===== src/hw/rtl/frd_pkg.sv =====
// Package for the vsync frame rate divider: field widths, command and register codes,
// sequencer states and the request and response bundles of the shared divider.
// Depends on nothing; every other file of the block imports it.
`default_nettype none

package frd_pkg;

  localparam int unsigned RATE_W       = 10;
  localparam int unsigned TS_W         = 63;
  localparam int unsigned PER_W        = 31;
  localparam int unsigned PROD_W       = PER_W + RATE_W;
  localparam int unsigned APB_ADDR_W   = 4;
  localparam int unsigned APB_DATA_W   = 32;
  localparam int unsigned MAX_RATE_DEF = 1023;

  localparam logic CMD_RATE = 1'b0;
  localparam logic CMD_TICK = 1'b1;

  typedef enum logic [1:0] {
    REG_PREF = 2'd0,
    REG_MIN  = 2'd1,
    REG_MAX  = 2'd2
  } frd_reg_e;

  typedef enum logic [3:0] {
    ST_IDLE,
    ST_MATCH,
    ST_EXACT,
    ST_LOWER,
    ST_UPPER,
    ST_SEARCH,
    ST_SEARCH_DIV,
    ST_FINAL,
    ST_QUOT,
    ST_TICK,
    ST_RESULT
  } frd_state_e;

  typedef enum logic {
    CTX_FIRST,
    CTX_SEARCH
  } frd_ctx_e;

  typedef struct packed {
    logic              start;
    logic [RATE_W-1:0] dividend;
    logic [RATE_W-1:0] divisor;
  } div_req_t;

  typedef struct packed {
    logic              done;
    logic [RATE_W-1:0] quot;
    logic [RATE_W-1:0] rem;
  } div_rsp_t;

endpackage

`default_nettype wire


===== src/hw/rtl/frd_div.sv =====
// Iterative restoring divider for rate values, one quotient bit per cycle.
// Depends on frd_pkg for the operand width and the request and response bundles.
`default_nettype none

module frd_div (
  input  wire logic             clk_i,
  input  wire logic             rst_ni,
  input  wire frd_pkg::div_req_t req_i,
  output frd_pkg::div_rsp_t     rsp_o
);
  import frd_pkg::*;

  localparam int unsigned CntW = $clog2(RATE_W + 1);

  logic [CntW-1:0]   cnt_q, cnt_d;
  logic              done_q, done_d;
  logic [RATE_W-1:0] quo_q, quo_d;
  logic [RATE_W-1:0] rem_q, rem_d;
  logic [RATE_W-1:0] den_q, den_d;
  logic [RATE_W:0]   shifted;
  logic [RATE_W:0]   diff;

  always_comb begin
    shifted = {rem_q, quo_q[RATE_W-1]};
    diff    = shifted - {1'b0, den_q};
    cnt_d   = cnt_q;
    done_d  = 1'b0;
    quo_d   = quo_q;
    rem_d   = rem_q;
    den_d   = den_q;
    if (req_i.start) begin
      cnt_d = CntW'(RATE_W);
      quo_d = req_i.dividend;
      rem_d = '0;
      den_d = req_i.divisor;
    end else if (cnt_q != '0) begin
      cnt_d = cnt_q - 1'b1;
      if (shifted >= {1'b0, den_q}) begin
        rem_d = diff[RATE_W-1:0];
        quo_d = {quo_q[RATE_W-2:0], 1'b1};
      end else begin
        rem_d = shifted[RATE_W-1:0];
        quo_d = {quo_q[RATE_W-2:0], 1'b0};
      end
      if (cnt_q == CntW'(1)) begin
        done_d = 1'b1;
      end
    end
  end

  always_ff @(posedge clk_i or negedge rst_ni) begin
    if (!rst_ni) begin
      cnt_q  <= '0;
      done_q <= 1'b0;
    end else begin
      cnt_q  <= cnt_d;
      done_q <= done_d;
    end
  end

  always_ff @(posedge clk_i) begin
    quo_q <= quo_d;
    rem_q <= rem_d;
    den_q <= den_d;
  end

  assign rsp_o.done = done_q;
  assign rsp_o.quot = quo_q;
  assign rsp_o.rem  = rem_q;

endmodule

`default_nettype wire


===== src/hw/rtl/vsync_frame_rate_divider.sv =====
// Top level of the vsync frame rate divider: sequencer, state, configuration registers.
// Depends on frd_pkg and on the shared iterative divider frd_div.
//
// Usage. Items enter on a valid/ready channel; each one is a rate update (cmd 0,
// carrying the vsync rate) or a frame tick (cmd 1, carrying timestamp and vsync
// period). Every accepted item gives exactly one result transfer on the output
// valid/ready channel. The rate registers are written over the APB-style port,
// which never waits, and should only be changed while the block is idle.
// The block works on one item at a time and drops ready while it is busy.
// A frame tick's result passes through registers: the period-by-divisor product is
// registered at the accepting edge, then the result of the saturating add, and the
// output register is loaded last, when the output channel is free.
// A rate update is worked out by the single shared divider, which makes one division
// for the exact test of the preferred rate, one per candidate tried in each direction
// when looking for the nearest divisor, one per k of the range search and one for the
// final divisor. Reset sets the divisor to one, clears the phase and the restart
// flag and zeroes the rate registers. A finished result sits in the output register
// until it is taken; a stalled receiver holds the block in its last state.
`default_nettype none

module vsync_frame_rate_divider #(
  parameter int unsigned MAX_RATE = frd_pkg::MAX_RATE_DEF
) (
  input  wire logic                            clk_i,
  input  wire logic                            rst_ni,
  // input channel
  input  wire logic                            in_valid_i,
  output logic                                 in_ready_o,
  input  wire logic                            cmd_i,
  input  wire logic [frd_pkg::RATE_W-1:0]      vsync_rate_i,
  input  wire logic [frd_pkg::TS_W-1:0]        timestamp_ns_i,
  input  wire logic [frd_pkg::PER_W-1:0]       vsync_period_ns_i,
  // output channel
  output logic                                 out_valid_o,
  input  wire logic                            out_ready_i,
  output logic [frd_pkg::RATE_W-1:0]           draw_fps_o,
  output logic [frd_pkg::RATE_W-1:0]           divisor_out_o,
  output logic                                 divisor_changed_o,
  output logic                                 no_skip_o,
  output logic [frd_pkg::TS_W-1:0]             target_timestamp_o,
  // configuration port
  input  wire logic                            psel,
  input  wire logic                            penable,
  input  wire logic                            pwrite,
  input  wire logic [frd_pkg::APB_ADDR_W-1:0]  paddr,
  input  wire logic [frd_pkg::APB_DATA_W-1:0]  pwdata,
  output logic [frd_pkg::APB_DATA_W-1:0]       prdata,
  output logic                                 pready
);
  import frd_pkg::*;

  // Rates saturate at MAX_RATE, which is capped at the largest field value.
  localparam int unsigned RateFull = (1 << RATE_W) - 1;
  localparam int unsigned RateCap  = (MAX_RATE > RateFull) ? RateFull : MAX_RATE;

  // Configuration registers.
  logic [RATE_W-1:0] pref_q, min_q, max_q;
  logic [RATE_W-1:0] wdata_sat;
  logic [RATE_W-1:0] vsync_sat;
  logic              cfg_we;
  frd_reg_e          cfg_idx;

  assign pready  = 1'b1;
  assign cfg_we  = psel & penable & pwrite;
  assign cfg_idx = frd_reg_e'(paddr[3:2]);

  always_comb begin
    wdata_sat = (32'(pwdata[RATE_W-1:0]) > RateCap) ? RATE_W'(RateCap) : pwdata[RATE_W-1:0];
    vsync_sat = (32'(vsync_rate_i) > RateCap) ? RATE_W'(RateCap) : vsync_rate_i;
  end

  always_ff @(posedge clk_i or negedge rst_ni) begin
    if (!rst_ni) begin
      pref_q <= '0;
      min_q  <= '0;
      max_q  <= '0;
    end else if (cfg_we) begin
      case (cfg_idx)
        REG_PREF: pref_q <= wdata_sat;
        REG_MIN:  min_q  <= wdata_sat;
        REG_MAX:  max_q  <= wdata_sat;
        default: begin
        end
      endcase
    end
  end

  always_comb begin
    case (cfg_idx)
      REG_PREF: prdata = APB_DATA_W'(pref_q);
      REG_MIN:  prdata = APB_DATA_W'(min_q);
      REG_MAX:  prdata = APB_DATA_W'(max_q);
      default:  prdata = '0;
    endcase
  end

  // Shared divider.
  div_req_t div_req;
  div_rsp_t div_rsp;

  frd_div u_div (
    .clk_i  (clk_i),
    .rst_ni (rst_ni),
    .req_i  (div_req),
    .rsp_o  (div_rsp)
  );

  // Sequencer and working registers.
  frd_state_e        state_q, state_d;
  frd_ctx_e          ctx_q, ctx_d;
  logic [RATE_W-1:0] frame_div_q, frame_div_d;
  logic [RATE_W-1:0] phase_q, phase_d;
  logic              pending_q, pending_d;
  logic [RATE_W-1:0] v_q, v_d;
  logic [RATE_W-1:0] t_q, t_d;
  logic [RATE_W-1:0] d_q, d_d;
  logic [RATE_W-1:0] lo_q, lo_d;
  logic [RATE_W-1:0] k_q, k_d;
  logic [RATE_W-1:0] pick0_q, pick0_d;
  logic [RATE_W-1:0] draw_q, draw_d;
  logic [PROD_W-1:0] prod_q, prod_d;
  logic [TS_W-1:0]   ts_q, ts_d;
  logic [RATE_W-1:0] res_draw_q, res_draw_d;
  logic              res_changed_q, res_changed_d;
  logic              res_skip_q, res_skip_d;
  logic [TS_W-1:0]   res_target_q, res_target_d;

  logic              match_fin;
  logic [RATE_W-1:0] match_res;
  logic              out_load;
  logic [RATE_W-1:0] ph_eff;
  logic [RATE_W:0]   ph_inc;
  logic [TS_W:0]     sum;

  assign in_ready_o = (state_q == ST_IDLE);

  always_comb begin
    state_d       = state_q;
    ctx_d         = ctx_q;
    frame_div_d   = frame_div_q;
    phase_d       = phase_q;
    pending_d     = pending_q;
    v_d           = v_q;
    t_d           = t_q;
    d_d           = d_q;
    lo_d          = lo_q;
    k_d           = k_q;
    pick0_d       = pick0_q;
    draw_d        = draw_q;
    prod_d        = prod_q;
    ts_d          = ts_q;
    res_draw_d    = res_draw_q;
    res_changed_d = res_changed_q;
    res_skip_d    = res_skip_q;
    res_target_d  = res_target_q;
    div_req       = '0;
    match_fin     = 1'b0;
    match_res     = '0;
    out_load      = 1'b0;
    // A pending restart clears the phase before the tick is judged.
    ph_eff        = pending_q ? '0 : phase_q;
    ph_inc        = {1'b0, ph_eff} + 1'b1;
    sum           = {1'b0, ts_q} + (TS_W + 1)'(prod_q);

    case (state_q)
      ST_IDLE: begin
        if (in_valid_i) begin
          if (cmd_i == CMD_TICK) begin
            res_draw_d    = '0;
            res_changed_d = 1'b0;
            res_skip_d    = (ph_eff == '0);
            pending_d     = 1'b0;
            if (frame_div_q != '0 && ph_inc >= {1'b0, frame_div_q}) begin
              phase_d = '0;
            end else begin
              phase_d = ph_inc[RATE_W-1:0];
            end
            prod_d  = PROD_W'(vsync_period_ns_i) * PROD_W'(frame_div_q);
            ts_d    = timestamp_ns_i;
            state_d = ST_TICK;
          end else begin
            res_skip_d   = 1'b0;
            res_target_d = '0;
            v_d          = vsync_sat;
            t_d          = pref_q;
            ctx_d        = CTX_FIRST;
            state_d      = ST_MATCH;
          end
        end
      end

      // Nearest divisor of v to t: t itself when it divides v, else the
      // closer of the neighbouring divisors, the lower one on a tie; v when t is zero or exceeds v.
      ST_MATCH: begin
        if (t_q == '0 || t_q > v_q) begin
          match_fin = 1'b1;
          match_res = v_q;
        end else begin
          div_req.start    = 1'b1;
          div_req.dividend = v_q;
          div_req.divisor  = t_q;
          state_d          = ST_EXACT;
        end
      end

      ST_EXACT: begin
        if (div_rsp.done) begin
          if (div_rsp.rem == '0) begin
            match_fin = 1'b1;
            match_res = t_q;
          end else begin
            d_d              = t_q - 1'b1;
            div_req.start    = 1'b1;
            div_req.dividend = v_q;
            div_req.divisor  = t_q - 1'b1;
            state_d          = ST_LOWER;
          end
        end
      end

      ST_LOWER: begin
        if (div_rsp.done) begin
          div_req.start    = 1'b1;
          div_req.dividend = v_q;
          if (div_rsp.rem == '0) begin
            lo_d            = d_q;
            d_d             = t_q + 1'b1;
            div_req.divisor = t_q + 1'b1;
            state_d         = ST_UPPER;
          end else begin
            d_d             = d_q - 1'b1;
            div_req.divisor = d_q - 1'b1;
          end
        end
      end

      ST_UPPER: begin
        if (div_rsp.done) begin
          if (div_rsp.rem == '0) begin
            match_fin = 1'b1;
            match_res = ((d_q - t_q) < (t_q - lo_q)) ? d_q : lo_q;
          end else begin
            d_d              = d_q + 1'b1;
            div_req.start    = 1'b1;
            div_req.dividend = v_q;
            div_req.divisor  = d_q + 1'b1;
          end
        end
      end

      // Range search over v/k for k below v; without a hit the first pick stands.
      ST_SEARCH: begin
        if (k_q < v_q) begin
          div_req.start    = 1'b1;
          div_req.dividend = v_q;
          div_req.divisor  = k_q;
          state_d          = ST_SEARCH_DIV;
        end else begin
          draw_d  = pick0_q;
          state_d = ST_FINAL;
        end
      end

      ST_SEARCH_DIV: begin
        if (div_rsp.done) begin
          if (min_q <= div_rsp.quot && div_rsp.quot <= max_q) begin
            t_d     = div_rsp.quot;
            ctx_d   = CTX_SEARCH;
            state_d = ST_MATCH;
          end else begin
            k_d     = k_q + 1'b1;
            state_d = ST_SEARCH;
          end
        end
      end

      ST_FINAL: begin
        res_draw_d    = draw_q;
        res_changed_d = 1'b0;
        if (draw_q == '0) begin
          state_d = ST_RESULT;
        end else begin
          div_req.start    = 1'b1;
          div_req.dividend = v_q;
          div_req.divisor  = draw_q;
          state_d          = ST_QUOT;
        end
      end

      ST_QUOT: begin
        if (div_rsp.done) begin
          if (div_rsp.quot != frame_div_q) begin
            frame_div_d   = div_rsp.quot;
            pending_d     = 1'b1;
            res_changed_d = 1'b1;
          end
          state_d = ST_RESULT;
        end
      end

      ST_TICK: begin
        res_target_d = sum[TS_W] ? {TS_W{1'b1}} : sum[TS_W-1:0];
        state_d      = ST_RESULT;
      end

      ST_RESULT: begin
        if (!out_valid_o || out_ready_i) begin
          out_load = 1'b1;
          state_d  = ST_IDLE;
        end
      end

      default: begin
        state_d = ST_IDLE;
      end
    endcase

    // A finished nearest-divisor match: the first pick may send us to the
    // range search, a pick from the search is the draw rate.
    if (match_fin) begin
      if (ctx_q == CTX_FIRST) begin
        pick0_d = match_res;
        if (match_res < min_q || match_res > max_q) begin
          if (v_q == '0) begin
            draw_d  = '0;
            state_d = ST_FINAL;
          end else begin
            k_d     = RATE_W'(1);
            state_d = ST_SEARCH;
          end
        end else begin
          draw_d  = match_res;
          state_d = ST_FINAL;
        end
      end else begin
        draw_d  = match_res;
        state_d = ST_FINAL;
      end
    end
  end

  always_ff @(posedge clk_i or negedge rst_ni) begin
    if (!rst_ni) begin
      state_q     <= ST_IDLE;
      ctx_q       <= CTX_FIRST;
      frame_div_q <= RATE_W'(1);
      phase_q     <= '0;
      pending_q   <= 1'b0;
      out_valid_o <= 1'b0;
    end else begin
      state_q     <= state_d;
      ctx_q       <= ctx_d;
      frame_div_q <= frame_div_d;
      phase_q     <= phase_d;
      pending_q   <= pending_d;
      if (out_load) begin
        out_valid_o <= 1'b1;
      end else if (out_ready_i) begin
        out_valid_o <= 1'b0;
      end
    end
  end

  always_ff @(posedge clk_i) begin
    v_q           <= v_d;
    t_q           <= t_d;
    d_q           <= d_d;
    lo_q          <= lo_d;
    k_q           <= k_d;
    pick0_q       <= pick0_d;
    draw_q        <= draw_d;
    prod_q        <= prod_d;
    ts_q          <= ts_d;
    res_draw_q    <= res_draw_d;
    res_changed_q <= res_changed_d;
    res_skip_q    <= res_skip_d;
    res_target_q  <= res_target_d;
    if (out_load) begin
      draw_fps_o         <= res_draw_q;
      divisor_out_o      <= frame_div_q;
      divisor_changed_o  <= res_changed_q;
      no_skip_o          <= res_skip_q;
      target_timestamp_o <= res_target_q;
    end
  end

endmodule

`default_nettype wire

===== config.mk =====
export PLATFORM = sky130hd
export DESIGN_NAME = vsync_frame_rate_divider
export DESIGN_NICKNAME = d
export VERILOG_FILES = /design/src/hw/rtl/frd_pkg.sv /design/src/hw/rtl/frd_div.sv /design/src/hw/rtl/vsync_frame_rate_divider.sv
export SDC_FILE = /design/constraint.sdc
export NUM_CORES = 2
export LEC_CHECK = 0
export BUFFER_PORTS_ARGS = -buffer_cell sky130_fd_sc_hd__buf_2
export CORE_ASPECT_RATIO = 0.9
export CORE_MARGIN = 2
export CORE_UTILIZATION = 55
export DETAILED_ROUTE_END_ITERATION = 10
export PLACE_DENSITY = 0.87
export SETUP_SLACK_MARGIN = 0.1
export SYNTH_ARGS = -nofsm -noshare
export SYNTH_HDL_FRONTEND = slang
export SYNTH_SLANG_ARGS = --single-unit
export TNS_END_PERCENT = 30

===== constraint.sdc =====
create_clock -name clk_i -period 7.1 [get_ports clk_i]
set_clock_uncertainty 0.15 [all_clocks]
set_input_delay 1.775 -clock clk_i [delete_from_list [all_inputs] [get_ports clk_i]]
set_output_delay 1.775 -clock clk_i [all_outputs]
set_load 0.02 [all_outputs]

* Word level (Yosys, flattened, before mapping)
Cells that the tools add are included.
** Storage, ports and cells
- Register bits :: 426
- Bits in latches :: 0
- RAM bits :: 0
- Memory bits (read-only) :: 0
- Input port bits :: 148
- Output and inout port bits :: 120
- Logic and storage cells :: 230
- Memories kept :: 0
** Operators by class
- Add/subtract/negate cells :: 11
- Multipliers :: 1
- Div/mod/pow operators :: 0
- Order comparisons :: 9
- Equal/unequal tests :: 36
- Shift operators :: 0
- Muxes and demuxes :: 97
- Bitwise operators :: 4
- Reduce and logical (&&, ||, !) cells :: 40
** Operators by type and width (count)
- 10-bit 2-to-1 mux :: 36
- 63-bit 2-to-1 mux :: 3
- 21-bit 2-to-1 mux :: 8
- 21-bit one-hot mux with 6 select lines :: 1
- 63-bit one-hot mux with 2 select lines :: 1
- 10-bit one-hot mux with 3 select lines :: 3
- 63-bit by 41-bit adder with 64-bit output :: 1
- 4-bit 2-to-1 mux :: 15
- 10-bit logical NOT :: 5
- 4-bit one-hot mux with 11 select lines :: 1
- 31-bit by 10-bit multiplier with 41-bit output :: 1
- 10-bit one-hot mux with 2 select lines :: 2
- 10-bit by 1-bit adder with 10-bit output (second input constant) :: 3
- 10-bit less-than comparator :: 3
- 10-bit subtractor :: 3
- 11-bit by 10-bit >= comparator with 1-bit output :: 2
- 10-bit greater-than comparator :: 2
- 10-bit less-or-equal comparator :: 2
- 1-bit 2-to-1 mux :: 20
- 10-bit by 1-bit subtractor with 10-bit output (second input constant) :: 2
- 3-bit AND reduction :: 6
- 4-bit by 3-bit equality test with 1-bit output (second input constant) :: 4
- 3-bit by 2-bit inequality test with 1-bit output (second input constant) :: 5
- 5-bit AND reduction :: 3
- 30 further kinds :: 66

* Depth between registers and ports, before layout
- Word-level depth :: 11
- Gate-level depth with buffers :: 31
- Mapped depth without buffers :: 28

* Cells and area by module
From an unflattened synthesis, not the netlist that was laid out.
** Second synthesis, totals
- Cells, all modules :: 3131
- Area, all modules :: 32205.9 um^2
** Modules (own cells, without submodules)
- vsync_frame_rate_divider :: times used 1, cells each 2953, area an instance 30269.0 um^2, sequential area each 11257.0 um^2
- frd_div :: times used 1, cells each 178, area an instance 1936.9 um^2, sequential area each 925.9 um^2

* Least setup slack after synthesis
No wires, ideal clock.
- Path kind :: input to register
- Start :: input out_ready_i
- End :: register divisor_changed_o (enable)
- Library setup time :: 633 ps
- Arrival :: 7578 ps
- Required time :: 6317 ps
- Path slack :: -1261 ps
- Stages :: 2
- Buffers on the path :: 0
- Cell sequence :: nor2b_1 > nor3_1
** On the way
- Word-level cells in the longest chain between the ends :: 3
** RTL lines
- from (decl) :: RTL line vsync_frame_rate_divider.sv:35 : input wire logic out_ready_i,
- 1-bit logical OR :: RTL line vsync_frame_rate_divider.sv:307 : if (!out_valid_o || out_ready_i) begin
- 1-bit 2-to-1 mux :: RTL line vsync_frame_rate_divider.sv:307
- 1-bit 2-to-1 mux :: RTL line vsync_frame_rate_divider.sv:165 : case (state_q)
- named net out_load :: RTL line vsync_frame_rate_divider.sv:130 : logic out_load;
- to (signal assigned) :: RTL line vsync_frame_rate_divider.sv:381 : divisor_changed_o <= res_changed_q;
- to (decl) :: RTL line vsync_frame_rate_divider.sv:38 : output logic divisor_changed_o,
The timed path passes the listed nets, and every way through them passes these cells.
A chain may end at the register's enable or synchronous reset.

* Worst setup path in the final report
- Start :: input vsync_period_ns_i[11] in the netlist's numbering
- End :: register prod_q[38] (data pin)
** On the way
- Word-level cells in the longest chain between the ends :: 1
** RTL lines
- from (decl) :: RTL line vsync_frame_rate_divider.sv:32 : input wire logic [frd_pkg::PER_W-1:0] vsync_period_ns_i,
- 31-bit by 10-bit multiplier with 41-bit output :: RTL line vsync_frame_rate_divider.sv:178 : prod_d = PROD_W'(vsync_period_ns_i) * PROD_W'(frame_div_q);
- to (signal assigned) :: RTL line vsync_frame_rate_divider.sv:372 : prod_q <= prod_d;
- to (decl) :: RTL line vsync_frame_rate_divider.sv:121 : logic [PROD_W-1:0] prod_q, prod_d;
No other way between the ends.

==> qor.yml <==
setup_violations: 0
finalCritPeriodShare_pct: 96.8
wl_microns: 82500
cp_common_cell: "fa_1"
worstPathCellList: "buf_2 > buf_4 > nand2_1 > fa_1 > inv_1 > fa_1 > fa_1 > fa_1 > fa_1 > ha_4 > and3_1 > and3_1 > a31oi_1 > a21oi_2 > o41a_1 > a31oi_2 > buf_4 > nor3_2 > nor4b_2 > nor3_1 > xor2_1"
core_sq_um: 57300
synth_xor_area_share_pct: 4.40
num_rows: 83
r2r_start: "t_q[1]"
cp-end-kind: "register"
netlist_instances: 3146
fillers: 4328
nNetsFinal: 4042
yosys_warnings: 0
start_util_pct: 55.9
endpoint: "prod_q[38]"
power.leakage_nw: 16.0
synth_top_family_by_area: "adder cells"
worstSkewPairLatency_ps: 600
clk_pin_slew_ps: 60
synth_seq_cells: 426
grt_usage_pct: 27.4
clockRootBuffer: "clkbuf_16"
cp-startpoint: "vsync_period_ns_i[11]"
ys_seq_area_share_pct: 38.0
ff2ff_setup_slack_ps: 490
peakVddDrop_mv: 0.324
cap_viol_max_count: 0
cts_max_path_buffers: 3
die_x_microns: 258
slew_viol_final: 0
fmax_mhz: 145
detail-route-antenna-nets: 0
required_ps: 7270
grt_first_pass_wirelength_microns: 130000
synth_compound_area_share_pct: 12.0
synthAdderAreaFrac_pct: 23.6
worstHoldPathCells: 0
via_per_inst: 5.80
path_depth: 21
clock-sinks: 426
route.met2.wl_microns: 37300
fin_util_pct: 63.6
synthSimpleGateAreaFrac_pct: 13.9
stdcell_count: 4242
r2r_end: "draw_q[5]"
first_pass_iters: 6
cts_tree: "built"
hold_path.class: "reg2reg"
wl_per_cell_microns: 19.4
rsz0062_at_grt: "true"
grt_max_degree: 76
place_inst: 4142
powerDensity_nw_per_um2: 421
relSlewSlack_pct: 22.9
cp-start-kind: "primary input"
worst_ep_arrival_time_ps: 7050
num_io_pins: 268
final_common_cell: "nand2_1"
synth_area_sq_um: 32100
finalHoldViolCount: 0
grt_remaining_overflow: 0
period_needed_ps: 6870
synth_ff_type: "edfxtp_1"
yosys.cell_types.count: 79
synth_edf_count: 334
async_flop_share_pct: 14.6
top_layer: "met5"
antenna_found_initial: 13
first_global_vias: 24100
synthMuxAreaShare_pct: 2.12
drc: 0
met1Wirelength_microns: 34800
tightest_slew_ps: 1150
crit_buf_inv: 4
port_buffers: 220
critical_path_class: "in2reg"
vias: 24600
syn2layout_area_growth_pct: 13.7
wl_met3_microns: 7810
drtIter0Drc: 2463
outcome: "completed"
final_layout_size_suffix_gt1_share_pct: 15.2
die_y_microns: 233
cts_max_level: 2
syn_avg_cell_area_sq_um: 10.2
r2r_cells: 29
cp_max_fo: 9
layout_common_cells: "nand2_1 (394), edfxtp_1 (334), inv_1 (314), fa_1 (233), ha_1 (225)"
cp_slowest_cell: "fa_1"
cts_buffers: 46
hpwl_microns: 62400
place_congestion: 0.953
critical_path.max_stage_delay_ps: 600
crit_family: "adder cells"
dieArea_sq_um: 60200
[worst min path at each step]
| stage | from | end | slack [ps] |
|---|---|---|---|
| after global routing | res_draw_q[0] | draw_fps_o[0] | 260 |
| after CTS | res_draw_q[0] | draw_fps_o[0] | 250 |
| after floorplan | res_changed_q | divisor_changed_o | 250 |
| final | res_draw_q[0] | draw_fps_o[0] | 270 |
| after global placement | res_target_q[0] | target_timestamp_o[0] | 250 |
| after detailed placement | res_target_q[47] | target_timestamp_o[47] | 250 |
[layer usage]
| layer | vias up | track usage [%] |
|---|---|---|
| li1 | 11400 | - |
| met1 | 11800 | 38.8 |
| met2 | 1189 | 43.0 |
| met3 | 193 | 5.48 |
| met4 | 8 | 7.88 |
| met5 | - | 0 |
[what timing repair did]
item	in CTS	in global routing
pin swaps	0	46
hold buffers	0	0
setup endpoints to repair	2	24
gates resized for setup	1	38
buffers inserted	0	4
[power by group]
part	total (mW)	switching (mW)	internal, mW
logic	8.90	5.00	3.90
registers	4.02	0.541	3.48
clock network	2.41	1.03	1.38
[state kept, by name, summed over array words and instances, names as in the netlist, 10 cells and up]
name,cells
draw_q,10
v_q,10
max_q,10
pick0_q,10
u_div.den_q,10
k_q,10
frame_div_q,10
u_div.rem_q,10
pref_q,10
divisor_out_o,10
target_timestamp_o,63
draw_fps_o,10
min_q,10
prod_q,41
res_draw_q,10
ts_q,63
d_q,10
lo_q,10
u_div.quo_q,10
t_q,10
phase_q,10
res_target_q,63
[Yosys cell counts (35+ instances only)]
master | instances | area share, %
fa_1 | 234 | 15
edfxtp_1 | 334 | 31
nand2_1 | 397 | 4.6
nor3_1 | 46 | 0.72
nor2_1 | 154 | 1.8
clkbuf_1 | 114 | 1.3
ha_1 | 231 | 9.0
a21o_1 | 70 | 1.6
dfrtp_1 | 61 | 4.8
xnor2_1 | 114 | 3.1
a21oi_1 | 182 | 2.8
xor2_1 | 47 | 1.3
and2_1 | 136 | 2.7
nand4_1 | 35 | 0.68
o21ai_0 | 136 | 2.1
inv_1 | 314 | 3.7
nand3_1 | 42 | 0.66
[layout make-up]
type | count | area, sq um | share of cell area, %
clock buffer | 61 | 1230 | 3.37
multi-input combinational | 2256 | 18300 | 50.1
sequential | 426 | 12200 | 33.4
tap | 765 | 957 | 2.63
timing repair buffer | 383 | 2340 | 6.41
inverter | 316 | 1190 | 3.26
clock inverter | 25 | 272 | 0.745
antenna | 10 | 25.0 | 0.0686
[per-stage QoR]
stage / TNS (ps) / cell area, sq um / power (mW) / hold slack, ps / setup WS, ps
after global placement: -3580 / 34700 / 12.2 / 252 / -448
after CTS: 0 / 36200 / 15.0 / 252 / 97.2
after floorplan: -1910 / 32100 / 9.81 / 250 / -420
after detailed placement: -5000 / 34700 / 12.5 / 255 / -523
after global routing: 0 / 36400 / 16.6 / 261 / 74.0
final: 0 / 36500 / 15.3 / 265 / 225
[cells by family (layout without fill, tap and decap cells)]
| group | Yosys count | count (layout) |
|---|---|---|
| AOI/OAI and AO/OA | 602 | 602 |
| xor gates and xnor gates | 161 | 161 |
| adders and majority gates | 465 | 465 |
| buffers and inverters | 485 | 785 |
| DFF | 426 | 426 |
| muxes | 64 | 64 |
| other | 2 | 33 |
| and+or+nand+nor | 941 | 941 |
Note: power is estimated with default switching activity, not from simulation.
